<file path="src/hdl/wdre_pkg.sv">
// ----------------------------------------------------------------------------
// wdre_pkg
// Shared widths, constants and types of the windowed dequeue-rate estimator.
// ----------------------------------------------------------------------------
package wdre_pkg;

   localparam int PORT_W  = 7;
   localparam int PRIO_W  = 3;
   localparam int BYTES_W = 16;
   localparam int TIME_W  = 63;
   localparam int SUM_W   = 24;
   localparam int RATE_W  = 40;
   localparam int FRAC_W  = 17;
   localparam int CNT_W   = 7;

   localparam logic [RATE_W-1:0] LINE_RATE_RESET = 40'd10000000000;
   localparam logic [SUM_W-1:0]  SUM_BIAS        = 24'd1500;
   localparam logic [FRAC_W-1:0] ONE_FIX         = 17'd65536;
   localparam logic [29:0]       NS_PER_S        = 30'd1000000000;

   localparam logic REQ_RECORD = 1'b0;
   localparam logic REQ_QUERY  = 1'b1;

   typedef struct packed {
      logic              start;
      logic [SUM_W-1:0]  sum;
      logic [TIME_W-1:0] span;
      logic [RATE_W-1:0] rate;
   } calc_req_type;

   typedef struct packed {
      logic              done;
      logic [FRAC_W-1:0] frac;
   } calc_rsp_type;

endpackage

</file>
<file path="src/hdl/wdre_calc.sv">
// ----------------------------------------------------------------------------
// wdre_calc
// Rate fraction unit: 8e9*sum over span*rate, four partial products for the
// denominator, then a 16-step restoring divide with saturation to 1.0.
// ----------------------------------------------------------------------------
module wdre_calc (
   input  logic                  clock,
   input  logic                  reset,
   input  wdre_pkg::calc_req_type calc_req,
   output wdre_pkg::calc_rsp_type calc_rsp
);
   import wdre_pkg::*;

   localparam int DEN_W = TIME_W + RATE_W;
   localparam int NUM_W = DEN_W + 1;

   localparam logic [1:0] C_IDLE = 2'd0;
   localparam logic [1:0] C_MUL  = 2'd1;
   localparam logic [1:0] C_CMP  = 2'd2;
   localparam logic [1:0] C_DIV  = 2'd3;

   logic [1:0]        state_ff, state_in;
   logic [3:0]        step_ff, step_in;
   logic [NUM_W-1:0]  num_ff, num_in;
   logic [DEN_W-1:0]  den_ff, den_in;
   logic [TIME_W-1:0] span_ff, span_in;
   logic [RATE_W-1:0] rate_ff, rate_in;
   logic [FRAC_W-1:0] frac_ff, frac_in;
   logic              done_ff, done_in;

   logic [31:0]       mul_a;
   logic [19:0]       mul_b;
   logic [51:0]       part;
   logic [DEN_W-1:0]  part_sh;
   logic [53:0]       num_prod;
   logic [NUM_W-1:0]  num_sh;

   always_comb begin
      mul_a    = step_ff[1] ? {1'b0, span_ff[62:32]} : span_ff[31:0];
      mul_b    = step_ff[0] ? rate_ff[39:20] : rate_ff[19:0];
      part     = 52'(mul_a * mul_b);
      case (step_ff[1:0])
         2'd0:    part_sh = DEN_W'(part);
         2'd1:    part_sh = DEN_W'(part) << 20;
         2'd2:    part_sh = DEN_W'(part) << 32;
         default: part_sh = DEN_W'(part) << 52;
      endcase
      num_prod = 54'(calc_req.sum * NS_PER_S);
      num_sh   = num_ff << 1;

      state_in = state_ff;
      step_in  = step_ff;
      num_in   = num_ff;
      den_in   = den_ff;
      span_in  = span_ff;
      rate_in  = rate_ff;
      frac_in  = frac_ff;
      done_in  = 1'b0;
      case (state_ff)
         C_IDLE: begin
            if (calc_req.start) begin
               num_in   = NUM_W'({num_prod, 3'b000});
               den_in   = '0;
               span_in  = calc_req.span;
               rate_in  = calc_req.rate;
               step_in  = '0;
               state_in = C_MUL;
            end
         end
         C_MUL: begin
            den_in  = den_ff + part_sh;
            step_in = step_ff + 4'd1;
            if (step_ff[1:0] == 2'd3) begin
               state_in = C_CMP;
            end
         end
         C_CMP: begin
            // saturate: rate at or above line rate, or zero line rate
            if (num_ff >= NUM_W'(den_ff)) begin
               frac_in  = ONE_FIX;
               done_in  = 1'b1;
               state_in = C_IDLE;
            end else begin
               frac_in  = '0;
               step_in  = '0;
               state_in = C_DIV;
            end
         end
         default: begin
            if (num_sh >= NUM_W'(den_ff)) begin
               num_in  = num_sh - NUM_W'(den_ff);
               frac_in = {frac_ff[FRAC_W-2:0], 1'b1};
            end else begin
               num_in  = num_sh;
               frac_in = {frac_ff[FRAC_W-2:0], 1'b0};
            end
            step_in = step_ff + 4'd1;
            if (step_ff == 4'd15) begin
               done_in  = 1'b1;
               state_in = C_IDLE;
            end
         end
      endcase
   end

   always_ff @(posedge clock) begin
      if (reset) begin
         state_ff <= C_IDLE;
         done_ff  <= 1'b0;
      end else begin
         state_ff <= state_in;
         done_ff  <= done_in;
      end
      step_ff <= step_in;
      num_ff  <= num_in;
      den_ff  <= den_in;
      span_ff <= span_in;
      rate_ff <= rate_in;
      frac_ff <= frac_in;
   end

   assign calc_rsp.done = done_ff;
   assign calc_rsp.frac = frac_ff;
endmodule

</file>
<file path="config.mk">
export PLATFORM = sky130hd
export DESIGN_NAME = wdre_calc
export DESIGN_NICKNAME = d
export VERILOG_FILES = /design/src/hdl/wdre_pkg.sv /design/src/hdl/wdre_calc.sv
export SDC_FILE = /design/constraint.sdc
export NUM_CORES = 2
export LEC_CHECK = 0
export BUFFER_PORTS_ARGS = -buffer_cell sky130_fd_sc_hd__buf_2
export CORE_MARGIN = 2
export CORE_UTILIZATION = 45
export CTS_CLUSTER_SIZE = 24
export DETAILED_ROUTE_END_ITERATION = 8
export PLACE_DENSITY_LB_ADDON = 0.25
export SLEW_MARGIN = 25
export SYNTH_ARGS = -nofsm -noshare
export SYNTH_HDL_FRONTEND = slang
export SYNTH_SLANG_ARGS = --single-unit
</file>
<file path="constraint.sdc">
create_clock -name clock -period 26.4 [get_ports clock]
set_input_delay 3.96 -clock clock [delete_from_list [all_inputs] [get_ports clock]]
set_output_delay 3.96 -clock clock [all_outputs]
set_load 0.005 [all_outputs]
</file>
==> After elaboration in Yosys (flattened, before gate mapping) <==
Index checks and enable logic that the tools add are counted.
{ "totals": {"regBits": 334, "in_bits": 130} }
{ "classes": {"addsub": 3, "multipliers": 2, "magnitude_cmp": 2, "eq_ne": 9, "n_mux": 22, "bitwise": 1, "n_reduce_logical": 11} }
{ "ops": {"columns": ["op", "n"], "rows": [
  ["case mux 103 bit (3 select lines)", 1],
  ["greater-or-equal comparator 104 x 103 -> 1 bit", 2],
  ["2-to-1 mux 104 bit", 2],
  ["case mux 104 bit (2 select lines)", 1],
  ["case mux 103 bit (2 select lines)", 1],
  ["subtractor 104 x 103 -> 104 bit", 1],
  ["adder 103 bit", 1],
  ["2-to-1 mux 103 bit", 1],
  ["multiplier 32 x 20 -> 52 bit", 1],
  ["multiplier 24 x 21 -> 45 bit (second input constant)", 1],
  ["case mux 17 bit (2 select lines)", 1],
  ["2-to-1 mux 32 bit", 1],
  ["2-to-1 mux 20 bit", 1],
  ["2-to-1 mux 17 bit", 1],
  ["2-to-1 mux 2 bit", 4],
  ["2-to-1 mux 4 bit", 2],
  ["case mux 4 bit (2 select lines)", 1],
  ["AND reduction 2 bit", 4],
  ["equality test 2 bit (second input constant)", 3],
  ["!= test 2 bit (second input constant)", 3],
  ["case mux 2 bit (3 select lines)", 1],
  ["adder 4 x 1 -> 4 bit (second input constant)", 1],
  ["equality test 2 x 1 -> 1 bit (second input constant)", 2],
  ["equality test 4 bit (second input constant)", 1],
  ["other kinds (8)", 12]
]} }

==> Logic depth before layout (Yosys ltp) <==
{ "depth": {"word_depth": 5, "mapped_depth": 45} }

==> Worst setup path after synthesis <==
Ideal clock, no wire load.
{ "synth_path": {"path_kind": "reg-to-reg", "start": "reg step_ff[1]", "end": "reg den_ff[89], data pin", "setup_time_ps": 261, "t_arrival_ps": 10712, "path_slack_ps": 15427, "stages_incl_launch_ff": 43, "path_buffers": 3, "path_cell_list": "edfxtp_1 > clkbuf_1 > clkbuf_1 > mux2i_1 > nor2_1 > fa_1 > fa_1 > inv_1 > fa_1 > inv_1 > fa_1 > inv_1 > fa_1 > inv_1 > fa_1 > inv_1 > fa_1 > inv_1 > [7 not listed] > a31oi_1 > o21bai_1 > a211oi_2 > mux2i_1 > o21ai_0 > ha_1 > buf_2 > a211o_1 > a21oi_2 > nor3_1 > or3_1 > a221oi_2 > o21ai_2 > a21o_1 > a21oi_1 > o41ai_2 > nor3b_1 > o311a_1"} }
{ "synth_via": {"elab_chain_len": 5, "word_cells_on_any_way": 8} }
{ "synth_lines": {"columns": ["item", "line_no", "source"], "rows": [
  ["from (decl)", "wdre_calc.sv:23", "logic [3:0] step_ff, step_in;"],
  ["from (signal assigned)", "wdre_calc.sv:114", "step_ff <= step_in;"],
  ["2-to-1 mux 32 bit", "wdre_calc.sv:39", "mul_a = step_ff[1] ? {1'b0, span_ff[62:32]} : span_ff[31:0];"],
  ["multiplier 32 x 20 -> 52 bit", "wdre_calc.sv:41", "part = 52'(mul_a * mul_b);"],
  ["case mux 103 bit (3 select lines) *", "wdre_calc.sv:42", "case (step_ff[1:0])"],
  ["adder 103 bit *", "wdre_calc.sv:71", "den_in = den_ff + part_sh;"],
  ["case mux 103 bit (2 select lines) *", "wdre_calc.sv:59", "case (state_ff)"],
  ["to (signal assigned)", "wdre_calc.sv:116", "den_ff <= den_in;"],
  ["to (decl)", "wdre_calc.sv:25", "logic [DEN_W-1:0] den_ff, den_in;"]
]} }
Mark *: on every way between the ends. The rest lies on a longest branch, timed or not.
A chain may end at the register's enable or synchronous reset.

==> Final worst setup path <==
Ends and elaborated chain as after synthesis.

==> results.json <==
{
  "status": "completed",
  "skew_ns": 0.0609,
  "cts_tree": "done",
  "area_growth_pct": 6.55,
  "synthDominantAreaCellType": "fa_1",
  "final_cells": 8674,
  "met2WireLength_um": 88300,
  "cp-start-kind": "flip-flop",
  "cts.hold.buffers_added": 0,
  "holdCritPathClass": "reg -> reg",
  "grt_first_pass_wirelength_um": 308000,
  "count_of_buffers_from_port_buffering": 147,
  "drcViolationCount": 0,
  "dp_hpwl_um": 166000,
  "synth_top_area_share": 0.252,
  "drt_pre_antenna_iters": 8,
  "worstSetupPathType": "reg -> reg",
  "hold_viol_final": 0,
  "num-fill-cells": 13000,
  "routed_wire_length_per_instance_um": 23.4,
  "pin_count_of_the_biggest_net_entering_global_routing": 77,
  "synth-edff-count": 331,
  "layout.cells.most_common": "inv_1",
  "postRouteAntennaNets": 0,
  "drv_cap": 0,
  "synth.cell_area_mm2": 0.0606,
  "layout-drive-gt1-share": 0.0600,
  "grt.overflow.total": 0,
  "kind_of_end_point_of_the_critical_path": "flip-flop",
  "cts.reportedPaths.clkPinSlew_ns": 0.06,
  "placed_cell_count": 8590,
  "grt_setup_unrepaired": "no",
  "cts-root-to-sink-buffers": 3,
  "resized_after_cts": 0,
  "cp_slowest_stage_delay_ns": 1.01,
  "detail_route.vias_per_cell": 5.86,
  "syn_area_per_cell_um2": 8.79,
  "antenna_found_initial": 11,
  "timing.fmax_ghz": 0.0751,
  "placement.cell_area_mm2": 0.0631,
  "finalSetupTns_ns": 0,
  "globalRouteTotalUtil": 0.294,
  "final.hold.worst_slack_ns": 0.541,
  "floorplan.rows": 134,
  "fin_crit_sh": 0.504,
  "initial_utilization": 0.454,
  "core-area_mm2": 0.133,
  "post_cts_buffers": 0,
  "worstSkewPairLatency_ns": 0.67,
  "worst_path_most_repeated_cell": "fa_1",
  "number_of_pins_exceeding_their_max_slew_limit_in_the_final_report": 0,
  "fp.dieH_um": 371,
  "clock_tree.htree_level_count": 2,
  "finish.net_count": 8463,
  "number_of_global_route_vias_before_repair": 50400,
  "met1_routed_wirelength_after_detailed_routing_um": 90500,
  "total_of_warnings_raised_by_yosys": 0,
  "via_count": 50800,
  "die_x_um": 371,
  "number_of_cts_inserted_buffers": 44,
  "worst_ep_arrival_time_ns": 13.81,
  "layout_common_cells": "1047 x inv_1, 762 x fa_1, 701 x ha_1",
  "numClockSinks": 334,
  "required_ns": 26.90,
  "highest-signal-layer": "met5",
  "period_minus_slack_ns": 13.31,
  "synth_async_sr_flop_share": 0,
  "ys_seq_area_frac": 0.165,
  "yosys.cell_types.count": 92,
  "largest_cells_by_area_after_synthesis": "fa_1 25%, edfxtp_1 16%, ha_1 15%",
  "synth-seq-cells": 334,
  "cpMaxStageDelayCell": "edfxtp_1",
  "place.gp.congestion": 1.01,
  "final_cell_area_mm2": 0.0645,
  "postSynth.topFlopCell": "edfxtp_1",
  "setup_viol": 0,
  "root_buffer": "clkbuf_16",
  "worst_slew_pin_slew_ns": 1.12,
  "crit_path_max_fanout": 46,
  "relSlewSlack": 0.238,
  "die_area_mm2": 0.138,
  "io_pins": 148,
  "synth_nets": 8486,
  "synth_cells": 6891,
  "wirelength_um": 203000,
  "first_iter_violations": 4702,
  "detailroute.wirelength.met3_um": 15900
}
-- synthesized netlist by cell type, types with 14 or more instances --
library cell,instances
clkbuf_1,247
o211ai_1,29
a221oi_1,15
a31oi_1,40
xor2_1,116
edfxtp_1,331
xnor2_1,155
fa_1,762
mux2_2,53
buf_2,29
o22ai_1,16
and3_1,32
mux2i_1,81
a21o_1,189
nand4_1,127
nor3_1,69
o21bai_1,72
nor2_1,701
nor4_1,17
or3_1,19
nand2b_1,59
ha_1,703
nand3_1,65
inv_1,1047
o31ai_1,15
o21a_1,38
nand2_1,673
nor2b_1,65
o21ai_0,235
o21ai_1,21
a21boi_0,15
and2_1,43
a21oi_1,487
or2_2,14
a211oi_1,69
-- metrics by stage --
stage / util / setup WS [ns]
after detailed placement: 0.473 / 13.31
after CTS: 0.483 / 13.26
after global routing: 0.483 / 12.54
after global placement: 0.472 / 13.53
after floorplan: - / 15.43
final: 0.483 / 13.09
-- worst max-delay path: cells and delay by family (launching register included) --
family	cells	cell delay (ns)
AO/OA/AOI/OAI	14	3.85
AND/OR/NAND/NOR	6	1.49
adder cells (fa/ha/maj)	9	4.49
flip-flops	1	1.01
buffers and inverters	7	1.03
multiplexers	1	0.89
XOR/XNOR	1	0.39
-- final cells by class --
cell class              instances  area (um^2)  area share
diodes                          4         10.0    0.000155
clock buffers                  55         1180      0.0183
clock inverters                25          239     0.00370
inverters                    1049         3940      0.0610
multi-input cells            5218        45600       0.707
flip-flops and latches        334        10000       0.155
well taps                    1768         2210      0.0343
repair buffers                221         1320      0.0204
-- flip-flops by register name (all words and copies together), names as in the netlist --
signal,count
rate_ff,40
frac_ff,17
done_ff,1
span_ff,63
den_ff,103
step_ff,4
num_ff,104
state_ff,2
-- kinds of logic after synthesis --
logic type	synth area share
AO/OA/AOI/OAI	0.150
AND/OR/NAND/NOR	0.142
adder cells (fa/ha/maj)	0.397
flip-flops	0.165
multiplexers	0.0234
XOR/XNOR	0.0392
buffers and inverters	0.0839
-- routing by layer --
metal / global-route usage / up-vias
met5: 0.0122 / -
met4: 0.0998 / 16
met3: 0.0474 / 395
met2: 0.450 / 2099
met1: 0.421 / 25200
li1: - / 23100
-- path summary, 6_finish.rpt --
kind	slack (ns)	end	startpoint	cells past startpoint
max	13.09	den_ff[89]	step_ff[1]	38
min	0.54	state_ff[0]	state_ff[0]	2
max reg2reg	13.09	den_ff[89]	step_ff[1]	38
min reg2reg	0.54	state_ff[0]	state_ff[0]	2
Power is not shown: default switching activity piles up to over one toggle a cycle in this logic, so the estimate is an artifact.
