File: config.mk
export PLATFORM = sky130hd
export DESIGN_NAME = wdre_ram
export DESIGN_NICKNAME = d
export VERILOG_FILES = /design/src/hdl/wdre_ram.sv
export SDC_FILE = /design/constraint.sdc
export NUM_CORES = 1
export LEC_CHECK = 0
export BUFFER_PORTS_ARGS = -buffer_cell sky130_fd_sc_hd__buf_2
export CAP_MARGIN = 20
export CORE_MARGIN = 2
export CORE_UTILIZATION = 40
export DETAILED_ROUTE_END_ITERATION = 10
export GPL_TIMING_DRIVEN = 0
export PLACE_DENSITY_LB_ADDON = 0.15
export SYNTH_ARGS = -nofsm -noshare
export SYNTH_HDL_FRONTEND = slang
export SYNTH_SLANG_ARGS = --single-unit
File: constraint.sdc
create_clock -name clock -period 2.3 [get_ports clock]
set_clock_uncertainty 0.1 [all_clocks]
set_input_delay 0.46 -clock clock [delete_from_list [all_inputs] [get_ports clock]]
set_output_delay 0.46 -clock clock [all_outputs]
set_load 0.02 [all_outputs]
File: src/hdl/wdre_ram.sv
// ----------------------------------------------------------------------------
// wdre_ram
// Simple dual-port synchronous RAM, one write and one registered read port.
// ----------------------------------------------------------------------------
module wdre_ram #(
   parameter int WIDTH = 8,
   parameter int DEPTH = 16
) (
   input  logic                                  clock,
   input  logic                                  wr_en,
   input  logic [(DEPTH > 1 ? $clog2(DEPTH) : 1)-1:0] wr_addr,
   input  logic [WIDTH-1:0]                      wr_data,
   input  logic                                  rd_en,
   input  logic [(DEPTH > 1 ? $clog2(DEPTH) : 1)-1:0] rd_addr,
   output logic [WIDTH-1:0]                      rd_data
);
   logic [WIDTH-1:0] mem [DEPTH];
   logic [WIDTH-1:0] rd_data_ff;

   always_ff @(posedge clock) begin
      if (wr_en) begin
         mem[wr_addr] <= wr_data;
      end
      if (rd_en) begin
         rd_data_ff <= mem[rd_addr];
      end
   end

   assign rd_data = rd_data_ff;
endmodule

======== Word level (Yosys, flattened, before mapping) ========
Memories as Yosys holds them, arrays and structs flattened. A register that Yosys moved wholly into a read port is not among the register bits.
Cells that the tools add are included.
word-level totals
  word-level logic and storage cells ...... 3
  bits in registers ....................... 0
  memories kept ........................... 1
  output and inout bits ................... 8
  memory bits (writable) .................. 128
memory list
  memory  depth  width  read ports  clocked after memory_dff  write ports  RTL line  text
  mem     16     8      1           1                         1            17        logic [WIDTH-1:0] mem [DEPTH];
cells by class
  muxes and demuxes ....................... 2
operators by type and width
  operator  count
  $mux W1   2

======== Depth between registers and ports, before layout ========
Gate-level depths: netlist (run 1).
  word-level depth ........................ 2
  depth in mapped cells ................... 5

======== Least setup slack after synthesis (run 1) ========
No wires, ideal clock.
  path kind ............................... in2reg
  start point ............................. input port wr_addr[2] (netlist bit)
  end point ............................... memory mem[0][0] (enable)
  buffers on the path ..................... 0
  data required time ...................... 1.817 ns
  slack ................................... 0.247 ns
  cell stages on the path ................. 2
  data arrival time ....................... 1.570 ns
  setup time .............................. 0.383 ns
  path through ............................ or3b_2 -> nor3_1
RTL lines
  what         RTL line  text
  from (decl)  11        input logic [(DEPTH > 1 ? $clog2(DEPTH) : 1)-1:0] wr_addr,
  to (decl)    17
No word-level cell before the write port.

======== Worst setup path in the final report (run 1) ========
  start point ............................. input port wr_addr[2] (netlist bit)
  end point ............................... memory mem[2][1] (enable)
No word-level cell before the write port.

==> impl_metrics.env, run 1 <==
export IMPL_r2r_end="rd_data[0]"
export IMPL_arrival_ns=1.76
export IMPL_synthTopCellsByArea="edfxtp_1, mux4_2, mux4_1"
export IMPL_startpoint_type="primary input"
export IMPL_required_ns=2.24
export IMPL_grtUsageMet1_pct=21.4
export IMPL_crit_end="mem[2][1]"
export IMPL_pin_count=27
export IMPL_fmax_mhz=550
export IMPL_hold_buffers=0
export IMPL_start_util_pct=41.3
export IMPL_clkLatencyLatePin_ns=0.42
export IMPL_grt_overflow=0
export IMPL_layout_nets=296
export IMPL_maxSlewViolCount=0
export IMPL_fp_row_count=41
export IMPL_tightest_slew_ns=0.855
export IMPL_cts_sinks=136
export IMPL_synth_cells=229
export IMPL_gp_congestion=0.748
export IMPL_power_total_uw=5580
export IMPL_clk_transition_reported_paths_ns=0.05
export IMPL_clk_path_buf_depth=2
export IMPL_ys_seq_area_share_pct=78.1
export IMPL_leakage_uw=0.00205
export IMPL_cp_num_cells=3
export IMPL_holdWs_ns=0.283
export IMPL_critPathMaxFanout=8
export IMPL_power_density_mw_per_mm2=909
export IMPL_synth_area_per_cell_sq_um=22.8
export IMPL_maxCapViolations=0
export IMPL_fp_dieH_um=118
export IMPL_ctsResizeCount=0
export IMPL_reg2reg_depth=3
export IMPL_synth_top_area_share_pct=78.1
export IMPL_antenna_left=0
export IMPL_finalSetupViolCount=0
export IMPL_ys_ff_latch=136
export IMPL_gr_usage_met2_pct=24.2
export IMPL_grt_pass1_wl_um=15300
export IMPL_grt_busiest_layer="met2"
export IMPL_startpoint="wr_addr[2]"
export IMPL_peakVddDrop_v=0.000452
export IMPL_synthesis_area_sq_mm=0.00523
export IMPL_layout_drive_gt1_share_pct=29.0
export IMPL_die_w_um=118
export IMPL_critPathMaxStageDelay_ns=0.65
export IMPL_reg2reg_setup_slack_ns=0.58
export IMPL_yosys_cell_types_count=18
export IMPL_grt_pass1_vias=2465
export IMPL_period_share_pct=79.1
export IMPL_dr_pass1_iters=4
export IMPL_cts_tree="done"
export IMPL_core_sq_mm=0.0127
export IMPL_fin_crit_ns=1.82
export IMPL_crit_type="primary input to flip-flop"
export IMPL_end_kind="flip-flop"
export IMPL_routed_via_density=5.18
export IMPL_dp_hpwl_um=6730
export IMPL_drt_wl_total_um=10300
export IMPL_r2r_start="mem[1][0]"
export IMPL_yosys_warnings=0
export IMPL_synth_largest_area_cell="edfxtp_1"
export IMPL_antennaDiodeCount=0
export IMPL_path_cells="buf_2, or3b_2, nor2_1"
export IMPL_hold_violations=0
export IMPL_relSlewSlack_pct=42.8
export IMPL_cts_root_buf="clkbuf_16"
export IMPL_final_util_pct=48.4
export IMPL_hold_depth=1
export IMPL_syn_nets=248
export IMPL_slowest_stage="nor2_1"
export IMPL_wl_per_cell_um=22.3
export IMPL_cts_buffers=17
export IMPL_die_area_sq_mm=0.0140
export IMPL_drt_iter0_markers=127
export IMPL_status="completed"
export IMPL_antenna_found_initial=0
export IMPL_htree_levels=4
export IMPL_grt_max_degree=17
export IMPL_postCtsSetupBuffers=0
export IMPL_grt_usage_pct=16.1
export IMPL_rsz0062_at_grt="no"
export IMPL_drcViolationCount=0
export IMPL_crit_buf_inv=1
export IMPL_grt_met3_usage_pct=4.83
export IMPL_cp_top_family="simple AND/OR/NAND/NOR gates"
export IMPL_vias=2393
export IMPL_io_buffers=25
export IMPL_hold_class="primary input to flip-flop"
export IMPL_synthToLayoutAreaGrowth_pct=17.4
## per-stage QoR
step | std cells | setup slack, ns | TNS [ns] | cell area, sq um
floorplan | 229 | 0.247 | 0 | 5230
global placement | 426 | -0.344 | -4.58 | 5570
detailed placement | 430 | 0.0260 | 0 | 5600
CTS | 462 | 0.474 | 0 | 6140
global route | 462 | 0.415 | 0 | 6140
finish | 462 | 0.481 | 0 | 6140
## synth_stat cells
master             n
buf_6              3
nand2b_1           2
mux4_2            18
edfxtp_1         136
and2b_1            1
clkdlybuf4s25_2    3
nor3_1             4
nor2_1            13
a22oi_1           16
buf_4              1
and2_1             1
nand3_1            1
nand3b_1           2
buf_2              3
or3b_2             1
mux4_1            14
nor2b_1            1
nand2_1            9
## power breakdown
group / internal (uW) / leakage [uW] / switching [uW]
sequential: 2790 / 0.00124 / 10.7
clock: 1560 / 0.000274 / 935
combinational: 109 / 0.000539 / 171
total: 4460 / 0.00205 / 1120
## flip-flops by register name (all words and copies together) (netlist names)
signal and flops:
mem 128, rd_data 8
## layout make-up
cell class	instances	area, sq um
Multi-Input combinational cell	83	1060
Clock inverter	14	114
Sequential cell	136	4080
Fill cell	1065	6530
Clock buffer	18	429
Tap cell	172	215
Timing Repair Buffer	29	153
Buffer	10	86.3
## layer usage
metal  part of all wire, %  wire length (um)  vias to the layer above
li1                      -                 -                     1082
met2                    48              4930                       81
met5                     0                 0                        -
met4                   1.6               166                        0
met1                    45              4650                     1216
met3                   5.5               569                       14
## how the worst min path moves through the flow
stage	endpoint	slack, ns	from
after detailed placement	rd_data[1]	0.65	mem[12][1]
after global routing	rd_data[3]	0.28	rd_en
final	rd_data[3]	0.28	rd_en
after floorplan	mem[0][0]	0.46	wr_data[0]
after global placement	rd_data[1]	0.65	mem[14][1]
after CTS	rd_data[3]	0.26	rd_en
## cell usage in the layout, fill, tap and decap left out, types with 2 or more instances in the layout
master and n:
edfxtp_1 136, buf_4 4, clkbuf_16 17, buf_2 29, bufinv_16 2, nor3_1 4
nand2_1 9, mux4_2 18, a22oi_1 16, buf_6 3, clkinv_2 7, mux4_1 14
clkinv_1 5, clkdlybuf4s25_2 3, nand3b_1 2, nand2b_1 2, nor2_1 13
## cell families (layout without fill, tap and decap cells)
family	after synthesis	count (layout)	share of synthesized area, %
compound gates	16	16	2.30
flops	136	136	78.1
simple gates	35	35	3.14
buf+inv	10	71	1.65
mux	32	32	14.8
## worst register-to-register path: cells and delay by family, from the launching register on
| kind | cells | cell delay (ns) |
|---|---|---|
| AND/OR/NAND/NOR | 1 | 0.13 |
| flip-flops | 1 | 0.35 |
| multiplexers | 1 | 0.54 |
| AO/OA/AOI/OAI | 1 | 0.32 |
No activity file was read; power rests on OpenSTA's default activity.
==> run 2: changes to the inputs <==
==> constraint.sdc (replaced) <==
create_clock -name clock -period 1.65 [get_ports clock]
set_clock_uncertainty 0.1 [all_clocks]
set_input_delay 0.33 -clock clock [delete_from_list [all_inputs] [get_ports clock]]
set_output_delay 0.33 -clock clock [all_outputs]
set_load 0.02 [all_outputs]
==> impl_metrics.env, run 2 (same netlist as run 1, synthesis figures left out) <==
export IMPL_status="complete, but fails checks"
export IMPL_fmax_mhz=583
export IMPL_rsz0062_at_grt="yes"
export IMPL_vias=2366
export IMPL_clk_transition_reported_paths_ns=0.06
export IMPL_htree_levels=4
export IMPL_cts_root_buf="clkbuf_16"
export IMPL_die_area_sq_mm=0.0140
export IMPL_gp_congestion=0.684
export IMPL_clkLatencyLatePin_ns=0.41
export IMPL_top_register="mem"
export IMPL_maxCapViolations=0
export IMPL_power_density_mw_per_mm2=1360
export IMPL_antenna_found_initial=0
export IMPL_cts_tree="done"
export IMPL_fp_dieH_um=118
export IMPL_cts_sinks=136
export IMPL_mostFrequentLayoutCells="edfxtp_1, buf_2, mux4_2"
export IMPL_io_buffers=25
export IMPL_drt_iter0_markers=165
export IMPL_routed_via_density=5.13
export IMPL_grt_overflow=0
export IMPL_post_place_ws_ns=-0.488
export IMPL_grt_max_degree=17
export IMPL_violations="negative setup slack"
export IMPL_hp_start="rd_en"
export IMPL_layout_nets=295
export IMPL_relSlewSlack_pct=42.8
export IMPL_layout_drive_gt1_share_pct=34.6
export IMPL_setup_ws_ns=-0.0638
export IMPL_r2r_start="mem[5][0]"
export IMPL_hold_depth=1
export IMPL_grt_pass1_wl_um=15200
export IMPL_fillers=1034
export IMPL_drcViolationCount=0
export IMPL_critPathMaxFanout=8
export IMPL_postCtsSetupBuffers=0
export IMPL_required_ns=1.58
export IMPL_holdWs_ns=0.145
export IMPL_tightest_slew_ns=0.852
export IMPL_hold_class="primary input to flip-flop"
export IMPL_die_w_um=118
export IMPL_grt_usage_pct=15.7
export IMPL_crit_type="primary input to flip-flop"
export IMPL_startpoint_type="primary input"
export IMPL_clk_path_buf_depth=2
export IMPL_final_util_pct=49.4
export IMPL_period_share_pct=104
export IMPL_hold_end="rd_data[5]"
export IMPL_antennaDiodeCount=0
export IMPL_maxSlewViolCount=0
export IMPL_reg2reg_depth=3
export IMPL_reg2reg_setup_slack_ns=0.03
export IMPL_r2r_end="rd_data[0]"
export IMPL_antenna_left=0
export IMPL_core_sq_mm=0.0127
export IMPL_finalSetupViolCount=24
export IMPL_wl_per_cell_um=21.8
export IMPL_arrival_ns=1.65
export IMPL_layout_commonest_cell="edfxtp_1"
export IMPL_leakage_uw=0.00207
export IMPL_power_total_uw=8550
export IMPL_grt_pass1_vias=2438
export IMPL_largest_reg_flops=128
export IMPL_pin_count=27
export IMPL_dp_hpwl_um=6560
export IMPL_stdcell_count=461
export IMPL_fp_row_count=41
export IMPL_hold_violations=0
export IMPL_peakVddDrop_v=0.000689
export IMPL_dr_pass1_iters=4
export IMPL_dp_cells=429
export IMPL_drt_wl_total_um=10100
export IMPL_end_kind="flip-flop"
export IMPL_synthToLayoutAreaGrowth_pct=19.8
export IMPL_cts_buffers=17
export IMPL_fin_crit_ns=1.71
export IMPL_start_util_pct=41.3
run 2: changes by cell type in the layout (fill, tap and decap cells not counted), sizes merged:
cell,previous run,this run
inv,0,2
clkbuf,18,17
clkinv,12,6
bufinv,2,6
clkinvlp,0,1
buf,36,35
run 2: what timing repair did:
item,in CTS,in global routing
hold buffers,0,0
endpoints found under the setup margin,33,24
resized for setup,2,0
run 2: critical path, cell delays in order:
cell and delay, ns:
buf_2 0.11, or3b_2 0.54, nor2_1 0.66
run 2: area by class of cell:
type	instances	area, sq um	share of cell area (%)
plain buffers	10	110	1.76
clock buffers	17	425	6.79
repair buffers	28	145	2.32
clock inverters	15	249	3.97
well taps	172	215	3.44
flip-flops and latches	136	4080	65.2
multi-input cells	83	1040	16.5
run 2: power breakdown:
group	internal, uW	switching, uW
Combinational	161	240
Clock	2840	1400
Sequential	3890	15.3
run 2: worst max path at each step:
stage                     from        end  slack [ns]  cells after the start
finish              wr_addr[2]  mem[1][5]       -0.06                      3
global route        wr_addr[2]  mem[0][5]       -0.14                      3
detailed placement  wr_addr[2]  mem[2][7]       -0.49                      3
CTS                 wr_addr[2]  mem[0][5]       -0.05                      3
global placement    wr_addr[2]  mem[8][1]       -0.66                      3
floorplan           wr_addr[2]  mem[3][0]       -0.05                      2
run 2: per-layer routing:
metal | share of wire (%) | global-route usage (%) | vias to the layer above
met2 | 49 | 23.7 | 62
li1 | - | - | 1067
met1 | 45 | 21.5 | 1226
met3 | 5.2 | 4.44 | 11
met5 | 0 | 0 | -
met4 | 1.6 | 6.33 | 0
run 2: metrics by stage:
| stage | setup TNS (ns) | cell area (sq um) |
|---|---|---|
| 5_1_grt | -3.03 | 6260 |
| 6_report | -0.776 | 6260 |
| 3_3_place_gp | -44.04 | 5560 |
| 4_1_cts | -1.08 | 6260 |
| 3_5_place_dp | -34.94 | 5580 |
| 2_1_floorplan | -1.48 | 5220 |
==> run 3: changes to the inputs <==
--- a/config.mk
+++ b/config.mk
@@ -12,6 +12,7 @@
 export DETAILED_ROUTE_END_ITERATION = 10
 export GPL_TIMING_DRIVEN = 0
 export PLACE_DENSITY_LB_ADDON = 0.15
+export SETUP_SLACK_MARGIN = 0.02
 export SYNTH_ARGS = -nofsm -noshare
 export SYNTH_HDL_FRONTEND = slang
 export SYNTH_SLANG_ARGS = --single-unit
==> impl_metrics.env, run 3 (same netlist as run 1, synthesis figures left out) <==
export IMPL_finalSetupViolCount=24
export IMPL_peakVddDrop_v=0.000628
export IMPL_cts_buffers=17
export IMPL_pwr_share_comb_pct=5.4
export IMPL_setup_ws_ns=-0.0625
export IMPL_critPathMaxFanout=8
export IMPL_power_density_mw_per_mm2=1250
export IMPL_reg2reg_depth=3
export IMPL_mostFrequentLayoutCells="edfxtp_1, mux4_2, buf_2"
export IMPL_cts_root_buf="clkbuf_16"
export IMPL_htree_levels=4
export IMPL_drt_iter0_markers=179
export IMPL_relSlewSlack_pct=45.8
export IMPL_hold_class="primary input to flip-flop"
export IMPL_clk_transition_reported_paths_ns=0.06
export IMPL_rsz0062_at_grt="yes"
export IMPL_largest_reg_flops=128
export IMPL_violations="negative setup slack"
export IMPL_reg2reg_setup_slack_ns=0.10
export IMPL_ctsResizeCount=1
export IMPL_fillers=1043
export IMPL_maxSlewViolCount=0
export IMPL_tightest_slew_ns=0.808
export IMPL_power_internal_uw=6090
export IMPL_die_w_um=118
export IMPL_fp_dieH_um=118
export IMPL_fin_crit_ns=1.71
export IMPL_status="complete, but fails checks"
export IMPL_hold_violations=0
export IMPL_clk_path_buf_depth=2
export IMPL_grt_pass1_vias=2399
export IMPL_final_util_pct=48.3
export IMPL_hold_buffers=0
export IMPL_p_switching_uw=1550
export IMPL_crit_type="primary input to flip-flop"
export IMPL_end_kind="flip-flop"
export IMPL_r2r_end="rd_data[5]"
export IMPL_cts_sinks=136
export IMPL_dr_pass1_iters=4
export IMPL_layout_commonest_cell="edfxtp_1"
export IMPL_cts_tree="done"
export IMPL_antenna_found_initial=0
export IMPL_die_area_sq_mm=0.0140
export IMPL_r2r_start="mem[15][5]"
export IMPL_grt_usage_pct=15.4
export IMPL_power_total_uw=7630
export IMPL_hold_end="rd_data[6]"
export IMPL_gp_congestion=0.678
export IMPL_grt_pass1_wl_um=15000
export IMPL_antenna_left=0
export IMPL_dp_hpwl_um=6480
export IMPL_period_share_pct=104
export IMPL_swShare_pct=20.3
export IMPL_fp_row_count=41
export IMPL_clkLatencyLatePin_ns=0.40
export IMPL_p_seq_share_pct=51.2
export IMPL_layout_drive_gt1_share_pct=34.9
export IMPL_synthToLayoutAreaGrowth_pct=17.0
export IMPL_routed_via_density=5.10
export IMPL_post_place_ws_ns=-0.493
export IMPL_arrival_ns=1.64
export IMPL_drt_wl_total_um=10100
export IMPL_top_register="mem"
export IMPL_vias=2353
export IMPL_pin_count=27
export IMPL_core_sq_mm=0.0127
export IMPL_pwr_share_clk_pct=43.4
export IMPL_postCtsSetupBuffers=0
export IMPL_maxCapViolations=0
export IMPL_hold_depth=1
export IMPL_start_util_pct=41.3
export IMPL_antennaDiodeCount=0
export IMPL_layout_nets=295
export IMPL_startpoint_type="primary input"
export IMPL_required_ns=1.58
export IMPL_wl_per_cell_um=21.8
export IMPL_drcViolationCount=0
export IMPL_io_buffers=25
export IMPL_grt_max_degree=17
export IMPL_grt_overflow=0
export IMPL_fmax_mhz=584
export IMPL_leakage_uw=0.00199
export IMPL_hp_start="rd_en"
-- run 3: changes by cell type in the layout (fill, tap and decap cells not counted), sizes merged --
cell    before  now
inv          2    0
bufinv       6    1
clkbuf      17   19
clkinv       6   11
-- run 3: worst max-delay path, cell delays in order --
cell,delay [ns]
buf_2,0.11
or3b_2,0.55
nor3_2,0.64
-- run 3: how the worst max path moves through the flow --
stage / from / endpoint / cells past startpoint
finish: wr_addr[2] / mem[0][4] / 3
global route: wr_addr[2] / mem[3][4] / 3
CTS: wr_addr[2] / mem[2][4] / 3
detailed placement: wr_addr[2] / mem[2][1] / 3
global placement: wr_addr[2] / mem[8][2] / 3
floorplan: wr_addr[2] / mem[3][0] / 2
-- run 3: stage by stage --
step	area, sq um	TNS [ns]	cells	hold WS (ns)
floorplan	5220	-1.34	229	0.329
global placement	5560	-44.18	426	0.578
detailed placement	5580	-34.59	429	0.581
CTS	6100	-1.53	461	0.154
global route	6120	-2.54	461	0.166
finish	6120	-1.17	461	0.169
-- run 3: cell type report --
type | count | area (sq um) | share of cell area (%)
Sequential cell | 136 | 4080 | 66.8
Multi-Input combinational cell | 83 | 1030 | 16.9
Clock buffer | 19 | 433 | 7.08
Tap cell | 172 | 215 | 3.52
Timing Repair Buffer | 28 | 145 | 2.37
Buffer | 10 | 120 | 1.96
Clock inverter | 13 | 87.6 | 1.43
-- run 3: power groups by stage --
stage | combinational [uW] | sequential, uW | clock, uW
after global routing | 442 | 3910 | 3540
after CTS | 414 | 3910 | 3380
after floorplan | 214 | 4000 | 0
final | 408 | 3910 | 3310
after global placement | 406 | 3980 | 0
after detailed placement | 411 | 3980 | 0
-- run 3: per-layer routing --
metal | GRT usage [%] | share of wire, %
met2 | 23.3 | 49
met5 | 0 | 0
met3 | 4.15 | 4.4
met4 | 5.87 | 1.1
met1 | 21.3 | 45
